`config.mk`:
```
export PLATFORM = sky130hd
export DESIGN_NAME = sprite_frame_sequencer
export DESIGN_NICKNAME = d
export VERILOG_FILES = /design/src/rtl/sfs_pkg.sv /design/src/rtl/sfs_ctrl.sv /design/src/rtl/sfs_datapath.sv /design/src/rtl/sprite_frame_sequencer.sv
export VERILOG_INCLUDE_DIRS = /design/src /design/src/rtl
export SDC_FILE = /design/constraint.sdc
export NUM_CORES = 1
export LEC_CHECK = 0
export BUFFER_PORTS_ARGS = -buffer_cell sky130_fd_sc_hd__clkbuf_2
export CORE_MARGIN = 2
export CORE_UTILIZATION = 45
export CTS_BUF_LIST = sky130_fd_sc_hd__clkbuf_2
export CTS_CLUSTER_SIZE = 24
export DETAILED_ROUTE_END_ITERATION = 10
export GPL_TIMING_DRIVEN = 0
export SETUP_SLACK_MARGIN = 0.05
export SLEW_MARGIN = 5
export SYNTH_ARGS = -nofsm -noshare
export SYNTH_HDL_FRONTEND = slang
export SYNTH_SLANG_ARGS = --single-unit
```
`constraint.sdc`:
```
create_clock -name clk -period 20.7 [get_ports clk]
set_clock_uncertainty 0.05 [all_clocks]
set_input_delay 2.07 -clock clk [delete_from_list [all_inputs] [get_ports clk]]
set_output_delay 2.07 -clock clk [all_outputs]
set_load 0.05 [all_outputs]
```
`src/rtl/sprite_frame_sequencer_assert.svh`:
```
// Assertion macros for the sprite frame sequencer.
// No dependencies; the including module must provide clk and rst_n.
`ifndef SPRITE_FRAME_SEQUENCER_ASSERT_SVH
`define SPRITE_FRAME_SEQUENCER_ASSERT_SVH

// Same-cycle implication, checked out of reset.
`define SFS_ASSERT_NOW(label, ante, cons, msg) \
  label: assert property (@(posedge clk) disable iff (!rst_n) (ante) |-> (cons)) \
    else $error(msg);

// Next-cycle implication, checked out of reset.
`define SFS_ASSERT_NEXT(label, ante, cons, msg) \
  label: assert property (@(posedge clk) disable iff (!rst_n) (ante) |=> (cons)) \
    else $error(msg);

`endif

```
`src/rtl/sfs_pkg.sv`:
```
// Shared types, constants and helpers for the sprite frame sequencer.
// No dependencies.
`timescale 1ns / 1ps
package sfs_pkg;

  localparam int QUEUE_DEPTH = 8;
  localparam int FRAME_BITS  = 16;
  localparam int FIELD_W     = 16;
  localparam int TIME_W      = 16;
  localparam int TIMER_W     = 32;
  localparam int PTR_W       = (QUEUE_DEPTH > 1) ? $clog2(QUEUE_DEPTH) : 1;
  localparam int CNT_W       = $clog2(QUEUE_DEPTH + 1);

  // request codes on the input channel
  localparam logic [1:0] REQ_TICK   = 2'd0;
  localparam logic [1:0] REQ_LOAD   = 2'd1;
  localparam logic [1:0] REQ_RESUME = 2'd2;

  typedef logic [1:0] op_t;
  localparam op_t OP_NOP    = 2'd0;
  localparam op_t OP_TICK   = 2'd1;
  localparam op_t OP_LOAD   = 2'd2;
  localparam op_t OP_RESUME = 2'd3;

  typedef logic [FRAME_BITS-1:0] frame_t;

  typedef struct packed {
    frame_t            first;
    frame_t            last;
    logic [TIME_W-1:0] ms;
    logic              rep;
  } step_t;

  // controller -> datapath
  typedef struct packed {
    logic capture;
    op_t  op;
  } cmd_t;

  // datapath -> controller
  typedef struct packed {
    logic [1:0] req_type;
  } sts_t;

  function automatic frame_t field_to_frame(input logic [FIELD_W-1:0] v);
    logic [63:0] w;
    w = 64'(v);
    return w[FRAME_BITS-1:0];
  endfunction

  function automatic logic [FIELD_W-1:0] frame_to_field(input frame_t f);
    logic [63:0] w;
    w = 64'(f);
    return w[FIELD_W-1:0];
  endfunction

endpackage

```
`src/rtl/sfs_ctrl.sv`:
```
// Transaction controller for the sprite frame sequencer.
// Depends on sfs_pkg; drives commands into sfs_datapath.
`timescale 1ns / 1ps
module sfs_ctrl (
  input  logic          clk,
  input  logic          rst_n,
  input  logic          in_valid,
  output logic          in_stall,
  output logic          out_valid,
  input  logic          out_stall,
  input  sfs_pkg::sts_t sts,
  output sfs_pkg::cmd_t cmd
);
  import sfs_pkg::*;

  localparam logic [1:0] ST_IDLE = 2'd0;
  localparam logic [1:0] ST_EXEC = 2'd1;
  localparam logic [1:0] ST_RESP = 2'd2;

  logic [1:0] state_r;
  logic [1:0] state_nxt;
  op_t        op_dec;

  always_comb begin
    unique case (sts.req_type)
      REQ_TICK:   op_dec = OP_TICK;
      REQ_LOAD:   op_dec = OP_LOAD;
      REQ_RESUME: op_dec = OP_RESUME;
      default:    op_dec = OP_NOP;
    endcase
  end

  always_comb begin
    state_nxt   = state_r;
    cmd.capture = 1'b0;
    cmd.op      = OP_NOP;
    unique case (state_r)
      ST_IDLE: begin
        if (in_valid) begin
          cmd.capture = 1'b1;
          state_nxt   = ST_EXEC;
        end
      end
      ST_EXEC: begin
        cmd.op    = op_dec;
        state_nxt = ST_RESP;
      end
      ST_RESP: begin
        if (!out_stall) begin
          state_nxt = ST_IDLE;
        end
      end
      default: state_nxt = ST_IDLE;
    endcase
  end

  always_ff @(posedge clk) begin
    if (!rst_n) begin
      state_r <= ST_IDLE;
    end else begin
      state_r <= state_nxt;
    end
  end

  assign in_stall  = (state_r != ST_IDLE);
  assign out_valid = (state_r == ST_RESP);

endmodule

```
`src/rtl/sfs_datapath.sv`:
```
// Datapath for the sprite frame sequencer: item capture, step state,
// step queue memory and result registers. Depends on sfs_pkg and the assert header.
`timescale 1ns / 1ps
`include "sprite_frame_sequencer_assert.svh"
module sfs_datapath (
  input  logic                          clk,
  input  logic                          rst_n,
  input  logic [1:0]                    in_req_type,
  input  logic [sfs_pkg::FIELD_W-1:0]   in_delta_ms,
  input  logic [sfs_pkg::FIELD_W-1:0]   in_start_frame,
  input  logic [sfs_pkg::FIELD_W-1:0]   in_last_frame,
  input  logic [sfs_pkg::TIME_W-1:0]    in_frame_time_ms,
  input  logic                          in_loop_step,
  input  logic                          in_first_of_sequence,
  input  sfs_pkg::cmd_t                 cmd,
  output sfs_pkg::sts_t                 sts,
  output logic [sfs_pkg::FIELD_W-1:0]   out_frame_index,
  output logic                          out_frame_advanced,
  output logic                          out_running,
  output logic                          out_finished,
  output logic                          out_status
);
  import sfs_pkg::*;

  // captured item
  logic [1:0]         req_r;
  logic [FIELD_W-1:0] dt_r;
  frame_t             sf_r;
  frame_t             ef_r;
  logic [TIME_W-1:0]  ft_r;
  logic               lp_r;
  logic               first_r;

  // step state
  logic               run_r, run_nxt;
  logic               fin_r, fin_nxt;
  logic [TIMER_W-1:0] timer_r, timer_nxt;
  frame_t             cur_r, cur_nxt;
  frame_t             start_r, start_nxt;
  frame_t             end_r, end_nxt;
  logic [TIME_W-1:0]  ftime_r, ftime_nxt;
  logic               loop_r, loop_nxt;
  logic [PTR_W-1:0]   head_r, head_nxt;
  logic [CNT_W-1:0]   count_r, count_nxt;
  logic               changed_r, changed_nxt;
  logic               status_r, status_nxt;

  // queue memory
  step_t              queue_mem [QUEUE_DEPTH];
  step_t              rd_data_r;
  step_t              wr_data;
  logic [PTR_W-1:0]   wr_addr;
  logic               wr_en;

  logic [TIMER_W:0]   sum;
  logic [TIMER_W-1:0] timer_sat;
  logic [CNT_W:0]     slot_sum;
  logic [PTR_W-1:0]   head_inc;
  frame_t             offs;

  always_ff @(posedge clk) begin
    if (cmd.capture) begin
      req_r   <= in_req_type;
      dt_r    <= in_delta_ms;
      sf_r    <= field_to_frame(in_start_frame);
      ef_r    <= field_to_frame(in_last_frame);
      ft_r    <= in_frame_time_ms;
      lp_r    <= in_loop_step;
      first_r <= in_first_of_sequence;
    end
  end

  assign sts.req_type = req_r;

  always_comb begin
    sum       = (TIMER_W+1)'(timer_r) + (TIMER_W+1)'(dt_r);
    timer_sat = sum[TIMER_W] ? {TIMER_W{1'b1}} : sum[TIMER_W-1:0];
    slot_sum  = (CNT_W+1)'(head_r) + (CNT_W+1)'(count_r);
    wr_addr   = (slot_sum >= (CNT_W+1)'(QUEUE_DEPTH))
              ? PTR_W'(slot_sum - (CNT_W+1)'(QUEUE_DEPTH)) : PTR_W'(slot_sum);
    head_inc  = (head_r == PTR_W'(QUEUE_DEPTH - 1)) ? '0 : head_r + PTR_W'(1);
    offs      = end_r - cur_r;
    wr_data   = '{first: sf_r, last: ef_r, ms: ft_r, rep: lp_r};
    wr_en     = 1'b0;

    run_nxt     = run_r;
    fin_nxt     = fin_r;
    timer_nxt   = timer_r;
    cur_nxt     = cur_r;
    start_nxt   = start_r;
    end_nxt     = end_r;
    ftime_nxt   = ftime_r;
    loop_nxt    = loop_r;
    head_nxt    = head_r;
    count_nxt   = count_r;
    changed_nxt = changed_r;
    status_nxt  = status_r;

    case (cmd.op)
      OP_TICK: begin
        changed_nxt = 1'b0;
        status_nxt  = 1'b0;
        if (run_r) begin
          timer_nxt = timer_sat;
          if (timer_sat >= TIMER_W'(ftime_r)) begin
            changed_nxt = 1'b1;
            timer_nxt   = '0;
            if (cur_r == end_r) begin
              if (loop_r) begin
                cur_nxt = start_r;
              end else if (count_r != '0) begin
                // take the next queued step, frame moves to its start
                start_nxt = rd_data_r.first;
                end_nxt   = rd_data_r.last;
                ftime_nxt = rd_data_r.ms;
                loop_nxt  = rd_data_r.rep;
                cur_nxt   = rd_data_r.first;
                head_nxt  = head_inc;
                count_nxt = count_r - CNT_W'(1);
              end else begin
                fin_nxt = 1'b1;
                run_nxt = 1'b0;
              end
            end else begin
              cur_nxt = cur_r + frame_t'(1);
            end
          end
        end
      end
      OP_LOAD: begin
        changed_nxt = 1'b0;
        status_nxt  = 1'b0;
        if (first_r) begin
          head_nxt  = '0;
          count_nxt = '0;
          start_nxt = sf_r;
          end_nxt   = ef_r;
          ftime_nxt = ft_r;
          loop_nxt  = lp_r;
          cur_nxt   = sf_r;
          timer_nxt = '0;
          run_nxt   = 1'b1;
          fin_nxt   = 1'b0;
        end else if (count_r >= CNT_W'(QUEUE_DEPTH)) begin
          status_nxt = 1'b1;
        end else begin
          wr_en     = 1'b1;
          count_nxt = count_r + CNT_W'(1);
        end
      end
      OP_RESUME: begin
        changed_nxt = 1'b0;
        status_nxt  = 1'b0;
        head_nxt    = '0;
        count_nxt   = '0;
        cur_nxt     = sf_r + offs;
        start_nxt   = sf_r;
        end_nxt     = ef_r;
        run_nxt     = 1'b1;
        fin_nxt     = 1'b0;
      end
      default: begin
        // unknown request on execute: report state unchanged
        if (cmd.capture == 1'b0 && req_r != REQ_TICK && req_r != REQ_LOAD
            && req_r != REQ_RESUME) begin
          changed_nxt = 1'b0;
          status_nxt  = 1'b0;
        end
      end
    endcase
  end

  always_ff @(posedge clk) begin
    if (wr_en) begin
      queue_mem[wr_addr] <= wr_data;
    end
    rd_data_r <= queue_mem[head_r];
  end

  always_ff @(posedge clk) begin
    if (!rst_n) begin
      run_r   <= 1'b0;
      fin_r   <= 1'b0;
      timer_r <= '0;
      cur_r   <= '0;
      start_r <= '0;
      end_r   <= '0;
      ftime_r <= '0;
      loop_r  <= 1'b0;
      head_r  <= '0;
      count_r <= '0;
    end else begin
      run_r   <= run_nxt;
      fin_r   <= fin_nxt;
      timer_r <= timer_nxt;
      cur_r   <= cur_nxt;
      start_r <= start_nxt;
      end_r   <= end_nxt;
      ftime_r <= ftime_nxt;
      loop_r  <= loop_nxt;
      head_r  <= head_nxt;
      count_r <= count_nxt;
    end
  end

  always_ff @(posedge clk) begin
    changed_r <= changed_nxt;
    status_r  <= status_nxt;
  end

  assign out_frame_index    = frame_to_field(cur_r);
  assign out_frame_advanced = changed_r;
  assign out_running        = run_r;
  assign out_finished       = fin_r;
  assign out_status         = status_r;

  `SFS_ASSERT_NOW(a_count_bound, 1'b1, count_r <= CNT_W'(QUEUE_DEPTH), "queue count over depth")
  `SFS_ASSERT_NOW(a_run_fin_excl, fin_r, !run_r, "running and finished together")
  `SFS_ASSERT_NEXT(a_first_load, cmd.op == OP_LOAD && first_r, run_r && count_r == '0 && timer_r == '0, "first load did not start a fresh step")
  `SFS_ASSERT_NEXT(a_resume_clears, cmd.op == OP_RESUME, run_r && !fin_r && count_r == '0, "resume did not restart with empty queue")
  `SFS_ASSERT_NEXT(a_drop_only_full, cmd.op == OP_LOAD && !first_r && count_r != CNT_W'(QUEUE_DEPTH), !status_r, "step dropped while queue had room")

endmodule

```
`src/rtl/sprite_frame_sequencer.sv`:
```
// Top level of the sprite frame sequencer: controller plus datapath.
// Depends on sfs_pkg, sfs_ctrl and sfs_datapath.
`timescale 1ns / 1ps
//
//  Channel  | Handshake            | Payload
//  ---------+----------------------+-----------------------------------------------
//  in_      | in_valid / in_stall  | req_type, delta_ms, start_frame, last_frame,
//           |                      | frame_time_ms, loop_step, first_of_sequence
//  out_     | out_valid / out_stall| frame_index, frame_advanced, running, finished,
//           |                      | status
//
//  One result transaction per input transaction, in order.
//  Each transaction passes through the sfs_ctrl states in order: capture,
//  execute (timer add, end compare, queue pop or push), then result presented.
//  The next input is taken in the cycle after the result leaves; no new item is
//  accepted before that, and the result is held while out_stall is high.
//  Reset is synchronous on rst_n (active low); step state and queue pointers clear,
//  the queue memory itself is not cleared (only counted entries are ever read).
//  in_stall is high after capture until the result transaction completes.
//
module sprite_frame_sequencer (
  input  logic                        clk,
  input  logic                        rst_n,
  // input transactions
  input  logic                        in_valid,
  output logic                        in_stall,
  input  logic [1:0]                  in_req_type,
  input  logic [sfs_pkg::FIELD_W-1:0] in_delta_ms,
  input  logic [sfs_pkg::FIELD_W-1:0] in_start_frame,
  input  logic [sfs_pkg::FIELD_W-1:0] in_last_frame,
  input  logic [sfs_pkg::TIME_W-1:0]  in_frame_time_ms,
  input  logic                        in_loop_step,
  input  logic                        in_first_of_sequence,
  // result transactions
  output logic                        out_valid,
  input  logic                        out_stall,
  output logic [sfs_pkg::FIELD_W-1:0] out_frame_index,
  output logic                        out_frame_advanced,
  output logic                        out_running,
  output logic                        out_finished,
  output logic                        out_status
);
  import sfs_pkg::*;

  cmd_t cmd;
  sts_t sts;

  // Controller: sequences capture, execute and result hand-off.
  sfs_ctrl u_ctrl (
    .clk       (clk),
    .rst_n     (rst_n),
    .in_valid  (in_valid),
    .in_stall  (in_stall),
    .out_valid (out_valid),
    .out_stall (out_stall),
    .sts       (sts),
    .cmd       (cmd)
  );

  // Datapath: holds step state, the step queue and the result registers,
  // which stay put while out_stall is high.
  sfs_datapath u_dp (
    .clk                  (clk),
    .rst_n                (rst_n),
    .in_req_type          (in_req_type),
    .in_delta_ms          (in_delta_ms),
    .in_start_frame       (in_start_frame),
    .in_last_frame        (in_last_frame),
    .in_frame_time_ms     (in_frame_time_ms),
    .in_loop_step         (in_loop_step),
    .in_first_of_sequence (in_first_of_sequence),
    .cmd                  (cmd),
    .sts                  (sts),
    .out_frame_index      (out_frame_index),
    .out_frame_advanced   (out_frame_advanced),
    .out_running          (out_running),
    .out_finished         (out_finished),
    .out_status           (out_status)
  );

endmodule

```
==> results.json, run 1 <==
{
  "outcome": "complete, no violations",
  "grt_first_pass_wirelength_um": 101200,
  "drt_first_pass_iters": 5,
  "detailroute.via_count": 16980,
  "vias_per_std_cell": 5.560,
  "drt_drc_violations_left": 0,
  "r2r_setup_slack_ns": 13.96,
  "hold_path_end": "u_dp.timer_r[2]",
  "cts-hold-fix-buffers": 0,
  "maxClockFrequency_ghz": 0.1483,
  "edff_count_synth": 462,
  "routed_wl_um": 66430,
  "cts-buffers-inserted": 157,
  "post-synth-top-area-cell": "edfxtp_1",
  "synth_flop_cell": "edfxtp_1",
  "cts_tree": "done",
  "power_density_mw_per_mm2": 86.70,
  "synth_seq_cells": 619,
  "synth.avg_cell_area_um2": 14.55,
  "clock_tree.htree_level_count": 4,
  "final.setup.tns_ns": 0,
  "layout-drive-gt1-share_pct": 25.42,
  "seqPwrFrac_pct": 53.3,
  "slew_headroom_pct": 29.05,
  "max-clock-path-buffers": 3,
  "floorplan.initialDensity_pct": 45.71,
  "synth_area_leaders": "edfxtp_1 (51%), dfxtp_1 (12%), mux4_2 (8.1%), ha_1 (3.5%), mux2i_1 (2.8%)",
  "synth-warning-count": 0,
  "worst_hold_path.num_cells": 2,
  "hold_path.class": "reg2reg",
  "synth_nets": 2026,
  "die_height_um": 249.3,
  "cts.repair_timing.setup_buffer_count": 0,
  "slew_violations": 0,
  "port-buffer-count": 92,
  "grt_overflow": 0,
  "synthesis.instances": 1861,
  "dieWidth_um": 249.3,
  "worstSkewPairLatency_ns": 1.33,
  "layout_common_cells": "edfxtp_1 (462), clkbuf_2 (344), dfxtp_1 (157)",
  "floorplan.rows": 89,
  "synth.yosys.seq_area_share_pct": 62.83,
  "worstMarginPinSlew_ns": 1.064,
  "synthDominantCellAreaShare_pct": 51.23,
  "clk_pin_slew_worst_paths_ns": 0.11,
  "detail-route-antenna-nets": 0,
  "layout.cells.most_common": "edfxtp_1",
  "gpl_wtd_cong": 0.8813,
  "min_period_ns": 6.743,
  "cellInternalPower_w": 0.001893,
  "clkPwrFrac_pct": 32.4,
  "setup.worst_path.class": "reg2reg",
  "worstPathMaxFanout": 10,
  "timing.hold.worst.start": "u_dp.timer_r[2]",
  "number_of_cell_instances_on_the_worst_register_to_register_path": 21,
  "netlist_area_mm2": 0.02708,
  "worst_r2r_startpoint": "u_dp.dt_r[0]",
  "num-nets-final": 2312,
  "place_hpwl_um": 46470,
  "rsz_0062_raised_after_global_routing": "false",
  "pin_count_of_the_biggest_net_entering_global_routing": 28,
  "post_cts.resized_instances": 0,
  "timing.max_cap.violations": 0,
  "synth.distinct_cells": 68,
  "whs_ns": 0.4303,
  "peakVddDrop_mv": 0.04850,
  "critPathArrivalTime_ns": 7.82,
  "required_ns": 21.78,
  "clock_sink_count": 619,
  "coreArea_mm2": 0.05924,
  "ioPinCount": 94,
  "reg2reg_to": "u_dp.end_r[8]",
  "power.total_w": 0.002652,
  "critical_path.startpoint_type": "flop",
  "clockRootBuffer": "clkbuf_2",
  "final_count_of_hold_timing_violations": 0,
  "synth_async_sr_flop_share_pct": 0,
  "area_growth_pct": 12.95,
  "power_switching_w": 0.0007590,
  "power.leakage_nw": 11.38,
  "globalRouteTotalUtil_pct": 21.58,
  "report.final.setup_viol": 0,
  "switching_share_pct": 28.62,
  "first_iter_violations": 1130,
  "wl_per_cell_um": 21.75,
  "grt_antenna_before_repair": 2,
  "layout_worst_path_cycle_share_pct": 32.57,
  "endpoint_kind": "flop",
  "combinationalPowerShare_pct": 14.3,
  "die_area_mm2": 0.06216,
  "via_count_of_the_first_global_routing_pass": 17210
}
metrics by stage:
| stage | std cells | util [%] | setup slack, ns | area, µm² |
|---|---|---|---|---|
| 5_1_grt | 3054 | 51.63 | 13.62 | 30590 |
| 6_report | 3054 | 51.63 | 13.96 | 30590 |
| 2_1_floorplan | 1861 | - | 13.68 | 27080 |
| 3_5_place_dp | 2761 | 49.05 | 14.02 | 29060 |
| 3_3_place_gp | 2726 | 48.12 | 8.150 | 28510 |
| 4_1_cts | 3047 | 51.61 | 14.00 | 30570 |
metal layers:
layer | global-route usage [%] | part of all wire [%] | vias to the layer above | wire length [µm]
met1 | 30.09 | 45 | 8498 | 30150
met3 | 4.462 | 5.9 | 109 | 3922
met5 | 0 | 0 | - | 0
li1 | - | - | 7851 | -
met4 | 8.176 | 2.2 | 0 | 1487
met2 | 33.43 | 46 | 521 | 30880
cells in the mapped netlist, drive strengths merged (3+ instances only):
cell type and n:
o221ai 16, nor2 64, or2 6, xor2 19
inv 105, a31oi 8, xnor2 30, a21oi 39
a211oi 21, nor2b 6, edfxtp 462, o211ai 21
buf 33, clkbuf 73, o21ai 60, a21o 11
nand2 130, nor3 22, mux4 98, and2 7
nand2b 13, a211o 17, a21boi 16, o31ai 3
a22o 6, o21a 6, mux2 53, o311a 33
and3 39, and4 4, a2111oi 4, a221o 12
o21bai 8, nor4 5, nand3 23, ha 76
dfxtp 157, mux2i 75, nand4 34, o2111ai 3
fa 17, or3 4
state kept, by name, summed over array words and instances (netlist names):
register	flops
u_dp.first_r	1
u_dp.out_frame_index	16
u_ctrl.state_r	2
u_dp.dt_r	16
u_dp.head_r	3
u_dp.rd_data_r	49
u_dp.sts	2
u_dp.out_status	1
u_dp.lp_r	1
u_dp.count_r	4
u_dp.out_frame_advanced	1
u_dp.queue_mem	392
u_dp.out_finished	1
u_dp.ef_r	16
u_dp.ftime_r	16
u_dp.start_r	16
u_dp.end_r	16
u_dp.loop_r	1
u_dp.ft_r	16
u_dp.sf_r	16
u_dp.out_running	1
u_dp.timer_r	32
area by class of cell:
class                           count  area (µm²)
Inverter                          105       394.1
Timing Repair Buffer              127       940.9
Clock inverter                     34       255.2
Buffer                            106       419.2
Antenna cell                        7       17.52
Sequential cell                   619       17020
Tap cell                          773       967.2
Clock buffer                      252        1261
Fill cell                        5172       28650
Multi-Input combinational cell   1031        9318
power groups by stage:
stage                     Combinational [W]  Sequential, W  Clock [W]
after detailed placement           0.000377        0.00144          0
after global placement             0.000364        0.00144          0
after global routing               0.000420        0.00142   0.000959
after CTS                          0.000379        0.00141   0.000892
final                              0.000379        0.00141   0.000860
after floorplan                    0.000268        0.00143          0
worst max path at each step:
stage | endpoint | depth (start not counted) | start | slack, ns
after detailed placement | u_dp.out_frame_index[5] | 21 | u_dp.dt_r[0] | 14.02
after CTS | u_dp.end_r[9] | 21 | u_dp.dt_r[0] | 14.00
after global placement | u_dp.queue_mem[4][24] | 8 | u_dp.sts[0] | 8.15
final | u_dp.end_r[8] | 21 | u_dp.dt_r[0] | 13.96
after global routing | u_dp.end_r[7] | 22 | u_dp.dt_r[0] | 13.62
after floorplan | u_dp.queue_mem[0][0] | 8 | u_dp.sts[0] | 13.68
kinds of logic after synthesis:
kind of cell	after synthesis	share of synthesized area (%)
compound gates	299	8.191
xor+xnor	49	1.585
fa+ha+maj	93	4.768
buf+inv	211	3.003
flops	619	62.83
mux	226	13.13
simple gates	364	6.496
worst max-delay path: stages (launching register included):
cell	delay, ns
edfxtp_1	0.45
ha_1	0.26
fa_1	0.44
a211oi_1	0.27
o21ai_1	0.20
o2111ai_1	0.42
nand2_1	0.24
nand3_1	0.30
clkbuf_1	0.37
nand2_1	0.15
ha_1	0.33
a21oi_1	0.15
nand2_1	0.07
a211oi_1	0.36
o21ba_2	0.19
o2111ai_1	0.12
or4_1	0.58
a2111oi_4	0.58
a211oi_1	0.23
buf_2	0.25
buf_1	0.24
o311a_1	0.33
Power figures use the tool's default switching activity.
==> run 2: changes to the inputs <==
ABC_AREA = 1   (was not set)
clock period = 6.25 ns   (was 20.7 ns; I/O delays follow)
==> results.json, run 2 <==
{
  "outcome": "complete, no violations",
  "cts-buffers-inserted": 162,
  "grt_first_pass_wirelength_um": 116300,
  "worstMarginPinSlew_ns": 0.9287,
  "worstSkewPairLatency_ns": 1.30,
  "detail-route-antenna-nets": 0,
  "cts_tree": "done",
  "clk_pin_slew_worst_paths_ns": 0.10,
  "port-buffer-count": 92,
  "detailroute.via_count": 21300,
  "largest_reg_flops": 392,
  "power.leakage_nw": 13.30,
  "num-nets-final": 3429,
  "synth.avg_cell_area_um2": 9.677,
  "via_count_of_the_first_global_routing_pass": 20820,
  "power_density_mw_per_mm2": 283.6,
  "layout_worst_path_cycle_share_pct": 75.62,
  "layout.cells.most_common": "nor2_1",
  "grt_antenna_before_repair": 1,
  "synth_simple_gate_area_share_pct": 17.94,
  "drt_drc_violations_left": 0,
  "min_period_ns": 4.726,
  "die_area_mm2": 0.06328,
  "cpMostUsedCell": "nand2_1",
  "floorplan.initialDensity_pct": 45.61,
  "edff_count_synth": 462,
  "ys_top_cells_by_count": "nor2_1 (572), nand2_1 (534), edfxtp_1 (462), o21ai_0 (283), inv_1 (248)",
  "final.setup.tns_ns": 0,
  "worstPathMaxFanout": 10,
  "cp.buffers_inverters": 3,
  "worst_path_dominant_cell_family": "simple AND/OR/NAND/NOR gates",
  "floorplan.rows": 90,
  "reg.largest.list": "u_dp.queue_mem (392), u_dp.rd_data_r (49), u_dp.timer_r (32)",
  "critPathArrivalTime_ns": 5.82,
  "timing.max_cap.violations": 0,
  "cts.repair_timing.setup_buffer_count": 0,
  "area_growth_pct": 17.49,
  "critical_path.startpoint_type": "flop",
  "filler_cell_count": 5590,
  "synth.mux.area_fraction_pct": 0,
  "rsz_0062_raised_after_global_routing": "false",
  "place_hpwl_um": 53380,
  "synth-warning-count": 0,
  "globalRouteTotalUtil_pct": 24.06,
  "final_count_of_hold_timing_violations": 0,
  "clockRootBuffer": "clkbuf_2",
  "max-clock-path-buffers": 3,
  "synth_compound_gate_area_share_pct": 9.386,
  "vias_per_std_cell": 5.112,
  "synthXorXnorAreaFrac_pct": 0.9844,
  "coreArea_mm2": 0.06047,
  "synth_area_leaders": "edfxtp_1 (50%), dfxtp_1 (11%), nor2_1 (7.8%), nand2_1 (7.3%), o21ai_0 (5.1%)",
  "synthDominantCellAreaShare_pct": 50.30,
  "ioPinCount": 94,
  "routed_wl_um": 75340,
  "synth_flop_cell": "edfxtp_1",
  "synth.yosys.seq_area_share_pct": 61.70,
  "slew_headroom_pct": 37.94,
  "slew_violations": 0,
  "layout-drive-gt1-share_pct": 12.71,
  "hold_path.class": "reg2reg",
  "endpoint_kind": "flop",
  "yosys.cell_count.top_type": "nor2_1",
  "clock_sink_count": 619,
  "synth_top_family_by_area": "simple AND/OR/NAND/NOR gates",
  "wl_per_cell_um": 18.08,
  "synthesis.instances": 2850,
  "drt_first_pass_iters": 5,
  "regMostFlops": "u_dp.queue_mem",
  "post-synth-top-area-cell": "edfxtp_1",
  "synth_async_sr_flop_share_pct": 0,
  "layout_common_cells": "nor2_1 (564), nand2_1 (534), edfxtp_1 (462)",
  "synth_seq_cells": 619,
  "die_height_um": 251.6,
  "fin_util_pct": 53.59,
  "post_synth_fa_ha_maj_area_fraction_pct": 4.682,
  "synth_nets": 3015,
  "netlist_area_mm2": 0.02758,
  "required_ns": 7.35,
  "report.final.setup_viol": 0,
  "dieWidth_um": 251.6,
  "grt_overflow": 0,
  "pin_count_of_the_biggest_net_entering_global_routing": 58,
  "clock_tree.htree_level_count": 4,
  "maxClockFrequency_ghz": 0.2116,
  "setup.worst_path.class": "reg2reg",
  "first_iter_violations": 1531,
  "peakVddDrop_mv": 0.1837,
  "synth.distinct_cells": 43,
  "gpl_wtd_cong": 0.9348,
  "crit_slowest_cell": "edfxtp_1",
  "cpPeakStageDelay_ns": 0.42
}
## run 2: cell count changes after synthesis, sizes merged, moves of 45 or more
cell   delta
a31oi    +45
inv     +147
mux2     -53
mux2i    -75
mux4     -98
nand2   +407
nor2    +510
o21ai   +227
o22ai    +50
## run 2: worst paths after layout
check                           depth (start not counted)  slack [ns]                 endpoint             start
worst max-delay path                                   25        1.52  u_dp.out_frame_index[6]      u_dp.dt_r[0]
worst min-delay path                                    2        0.42         u_dp.timer_r[12]  u_dp.timer_r[12]
worst max register to register                         25        1.52  u_dp.out_frame_index[6]      u_dp.dt_r[0]
worst min register to register                          2        0.42         u_dp.timer_r[12]  u_dp.timer_r[12]
## run 2: cells by family (layout without fill, tap and decap cells)
| family | count (synthesis) | count (layout) |
|---|---|---|
| buffers and inverters | 378 | 911 |
| AO/OA/AOI/OAI | 481 | 481 |
| other | 0 | 1 |
| AND/OR/NAND/NOR | 1248 | 1248 |
| adder cells (fa/ha/maj) | 93 | 93 |
| flip-flops | 619 | 619 |
| XOR/XNOR | 31 | 31 |
## run 2: what timing repair did
item                                   CTS  global route
hold buffers                           142             0
endpoints found under the hold margin  204             0
resized for setup                        0             0
## run 2: per-layer routing
layer  up-vias  track usage (%)  wire length (µm)
met5         -                0                 0
met2       705            38.44             34740
met4         0            8.724              1751
met3       122            5.200              5220
met1      9983            32.39             33630
li1      10490                -                 -
## run 2: where the power goes
part / internal [W] / leakage [nW] / switching, W
clock: 0.00124 / 1.18 / 0.00163
sequential: 0.00459 / 5.49 / 0.000141
combinational: 0.000544 / 6.63 / 0.00104
total: 0.00638 / 13.3 / 0.00281
## run 2: final cells by class
class / instances / area, µm² / share of cell area, %
multi-input combinational: 1853 / 9160 / 28.27
timing repair buffer: 250 / 2277 / 7.027
sequential: 619 / 17020 / 52.51
clock inverter: 23 / 202.7 / 0.6255
inverter: 255 / 959.7 / 2.962
antenna: 1 / 2.502 / 0.007722
buffer: 123 / 506.7 / 1.564
clock buffer: 260 / 1301 / 4.016
tap: 782 / 978.4 / 3.019
## run 2: worst register-to-register path: cells and delay by family, from the launching register on
| kind | cells | cell delay [ns] |
|---|---|---|
| buffers and inverters | 3 | 0.58 |
| AND/OR/NAND/NOR | 16 | 2.24 |
| flip-flops | 1 | 0.42 |
| AO/OA/AOI/OAI | 3 | 0.37 |
| adder cells (fa/ha/maj) | 3 | 0.96 |
## run 2: metrics by stage
stage / setup slack, ns / hold WS [ns] / total power (W) / std cells / area, µm²
2_1_floorplan: 1.846 / 0.3997 / 0.005804 / 2850 / 27580
3_3_place_gp: -0.7139 / 0.4095 / 0.006291 / 3724 / 29020
3_5_place_dp: 1.562 / 0.4128 / 0.006328 / 3740 / 29480
4_1_cts: 1.501 / 0.2838 / 0.009285 / 4165 / 32400
5_1_grt: 1.151 / 0.3734 / 0.009719 / 4166 / 32400
6_report: 1.524 / 0.4220 / 0.009191 / 4166 / 32400
==> run 3: changes to the inputs <==
ABC_AREA = 0   (was 1)
clock period = 3.9 ns   (was 6.25 ns; I/O delays follow)
==> results.json, run 3 (synthesized netlist as in run 1, its figures left out) <==
{
  "outcome": "finished, violations left",
  "violations": "setup timing",
  "worstSkewPairLatency_ns": 1.38,
  "post-route-worst-setup-slack_ns": -1.290,
  "grt_first_pass_wirelength_um": 104500,
  "pin_count_of_the_biggest_net_entering_global_routing": 29,
  "power_switching_w": 0.004248,
  "reg.largest.list": "u_dp.queue_mem (392), u_dp.rd_data_r (49), u_dp.timer_r (32)",
  "layout.cells.non_filler": 3242,
  "slew_violations": 0,
  "required_ns": 5.12,
  "filler_cell_count": 4968,
  "seqPwrFrac_pct": 51.8,
  "drt_drc_violations_left": 0,
  "clk_pin_slew_worst_paths_ns": 0.11,
  "detail-route-antenna-nets": 0,
  "min_period_ns": 5.190,
  "power.leakage_nw": 12.35,
  "hold_path.class": "in2reg",
  "die_height_um": 249.3,
  "clockRootBuffer": "clkbuf_2",
  "ioPinCount": 94,
  "port-buffer-count": 92,
  "num-nets-final": 2499,
  "crit_slowest_cell": "or4_4",
  "drt_first_pass_iters": 6,
  "worstMarginPinSlew_ns": 1.117,
  "floorplan.initialDensity_pct": 45.71,
  "final_cell_area_mm2": 0.03313,
  "timing.max_cap.violations": 0,
  "clkPwrFrac_pct": 31.5,
  "grt_antenna_before_repair": 3,
  "cts_tree": "done",
  "die_area_mm2": 0.06216,
  "via_count_of_the_first_global_routing_pass": 17840,
  "final_count_of_hold_timing_violations": 0,
  "regMostFlops": "u_dp.queue_mem",
  "wl_per_cell_um": 21.31,
  "gpl_wtd_cong": 0.8886,
  "grt_overflow": 0,
  "area_growth_pct": 22.31,
  "worstPathMaxFanout": 6,
  "layout_worst_path_cycle_share_pct": 133.1,
  "global_route.usage.met2_pct": 35.10,
  "dieWidth_um": 249.3,
  "peakVddDrop_mv": 0.2562,
  "cts-buffers-inserted": 161,
  "cellInternalPower_w": 0.01023,
  "post_dp_cell_area_mm2": 0.02926,
  "critPathArrivalTime_ns": 6.41,
  "layout_common_cells": "edfxtp_1 (462), clkbuf_2 (346), dfxtp_1 (157)",
  "layout-drive-gt1-share_pct": 27.72,
  "report.final.setup_viol": 91,
  "gr-usage-met1_pct": 30.19,
  "rsz_0062_raised_after_global_routing": "true",
  "top_usage_layer": "met2",
  "whs_ns": 0.2023,
  "combinationalPowerShare_pct": 16.7,
  "clock_sink_count": 619,
  "power_density_mw_per_mm2": 437.1,
  "routed_wl_um": 69080,
  "cpPeakStageDelay_ns": 0.55,
  "clock_tree.htree_level_count": 4,
  "fin_util_pct": 55.92,
  "largest_reg_flops": 392,
  "max-clock-path-buffers": 3,
  "globalRouteMet3Util_pct": 5.684,
  "vias_per_std_cell": 5.436,
  "coreArea_mm2": 0.05924,
  "number_of_instances_in_the_placed_design": 2750,
  "place_hpwl_um": 45790,
  "maxClockFrequency_ghz": 0.1927,
  "first_iter_violations": 1163,
  "critical_path.startpoint_type": "flop",
  "floorplan.rows": 89,
  "slew_headroom_pct": 25.52,
  "globalRouteTotalUtil_pct": 22.31,
  "setup.worst_path.class": "reg2reg",
  "switching_share_pct": 29.34,
  "detailroute.via_count": 17620,
  "endpoint_kind": "flop",
  "layout.cells.most_common": "edfxtp_1"
}
[run 3: cell count changes in the layout (fill, tap and decap cells not counted), moves of 38 or more]
cell / before / now
nand2_1: 534 / 121
inv_1: 247 / 105
a31oi_1: 53 / 5
and3_1: 0 / 38
o22ai_1: 51 / 1
mux2i_1: 0 / 75
nand3_1: 60 / 22
a21oi_1: 72 / 33
mux2_2: 0 / 52
mux4_2: 0 / 98
nor2_1: 564 / 56
o21ai_0: 283 / 39
[run 3: final cells by class]
| cell class | count | area [µm²] | share of cell area, % |
|---|---|---|---|
| clock buffers | 252 | 1261 | 3.807 |
| well taps | 773 | 967.2 | 2.920 |
| diodes | 5 | 12.51 | 0.03777 |
| clock inverters | 41 | 251.5 | 0.7592 |
| repair buffers | 310 | 2900 | 8.755 |
| multi-input cells | 1031 | 9772 | 29.50 |
| inverters | 105 | 394.1 | 1.190 |
| flip-flops and latches | 619 | 17020 | 51.37 |
| plain buffers | 106 | 550.5 | 1.662 |
[run 3: timing repair]
| action | CTS | global route |
|---|---|---|
| endpoints found under the setup margin | 108 | 172 |
| hold buffers | 147 | 0 |
| hold endpoints to repair | 246 | 0 |
| resized for setup | 47 | 28 |
| buffers inserted | 27 | 12 |
| cloned | 5 | 3 |
| pin swaps | 17 | 16 |
[run 3: power by group through the flow]
| stage | registers [W] | logic [W] | clock network [W] |
|---|---|---|---|
| global route | 0.00753 | 0.00266 | 0.00509 |
| detailed placement | 0.00765 | 0.00206 | 0 |
| CTS | 0.00750 | 0.00235 | 0.00474 |
| finish | 0.00750 | 0.00242 | 0.00456 |
| floorplan | 0.00760 | 0.00148 | 0 |
| global placement | 0.00765 | 0.00200 | 0 |
[run 3: worst paths after layout]
kind / from / to / slack (ns) / cells past startpoint
worst max-delay path: u_dp.dt_r[0] / u_dp.start_r[9] / -1.29 / 25
worst min-delay path: in_frame_time_ms[7] / u_dp.ft_r[7] / 0.20 / 3
worst max register to register: u_dp.dt_r[0] / u_dp.start_r[9] / -1.29 / 25
worst min register to register: u_dp.timer_r[6] / u_dp.timer_r[6] / 0.43 / 2
[run 3: worst max-delay path, delay by kind of cell, from the launching register on]
kind | cells | cell delay, ns
adder cells (fa/ha/maj) | 3 | 0.78
flip-flops | 1 | 0.47
AO/OA/AOI/OAI | 10 | 1.71
AND/OR/NAND/NOR | 6 | 1.15
buffers and inverters | 6 | 0.99
[run 3: metal layers]
layer / wire, µm / share of wire [%]
met1: 31200 / 45
met2: 32590 / 47
met3: 4076 / 5.9
met4: 1204 / 1.7
met5: 12 / 0.017
[run 3: through the flow]
| stage | power, W | setup TNS (ns) | worst slack (ns) |
|---|---|---|---|
| after global placement | 0.009648 | -1008.59 | -4.259 |
| after CTS | 0.01459 | -95.42 | -1.164 |
| final | 0.01448 | -105.23 | -1.290 |
| after detailed placement | 0.009707 | -166.20 | -2.074 |
| after global routing | 0.01528 | -122.20 | -1.459 |
| after floorplan | 0.009082 | -177.59 | -1.063 |
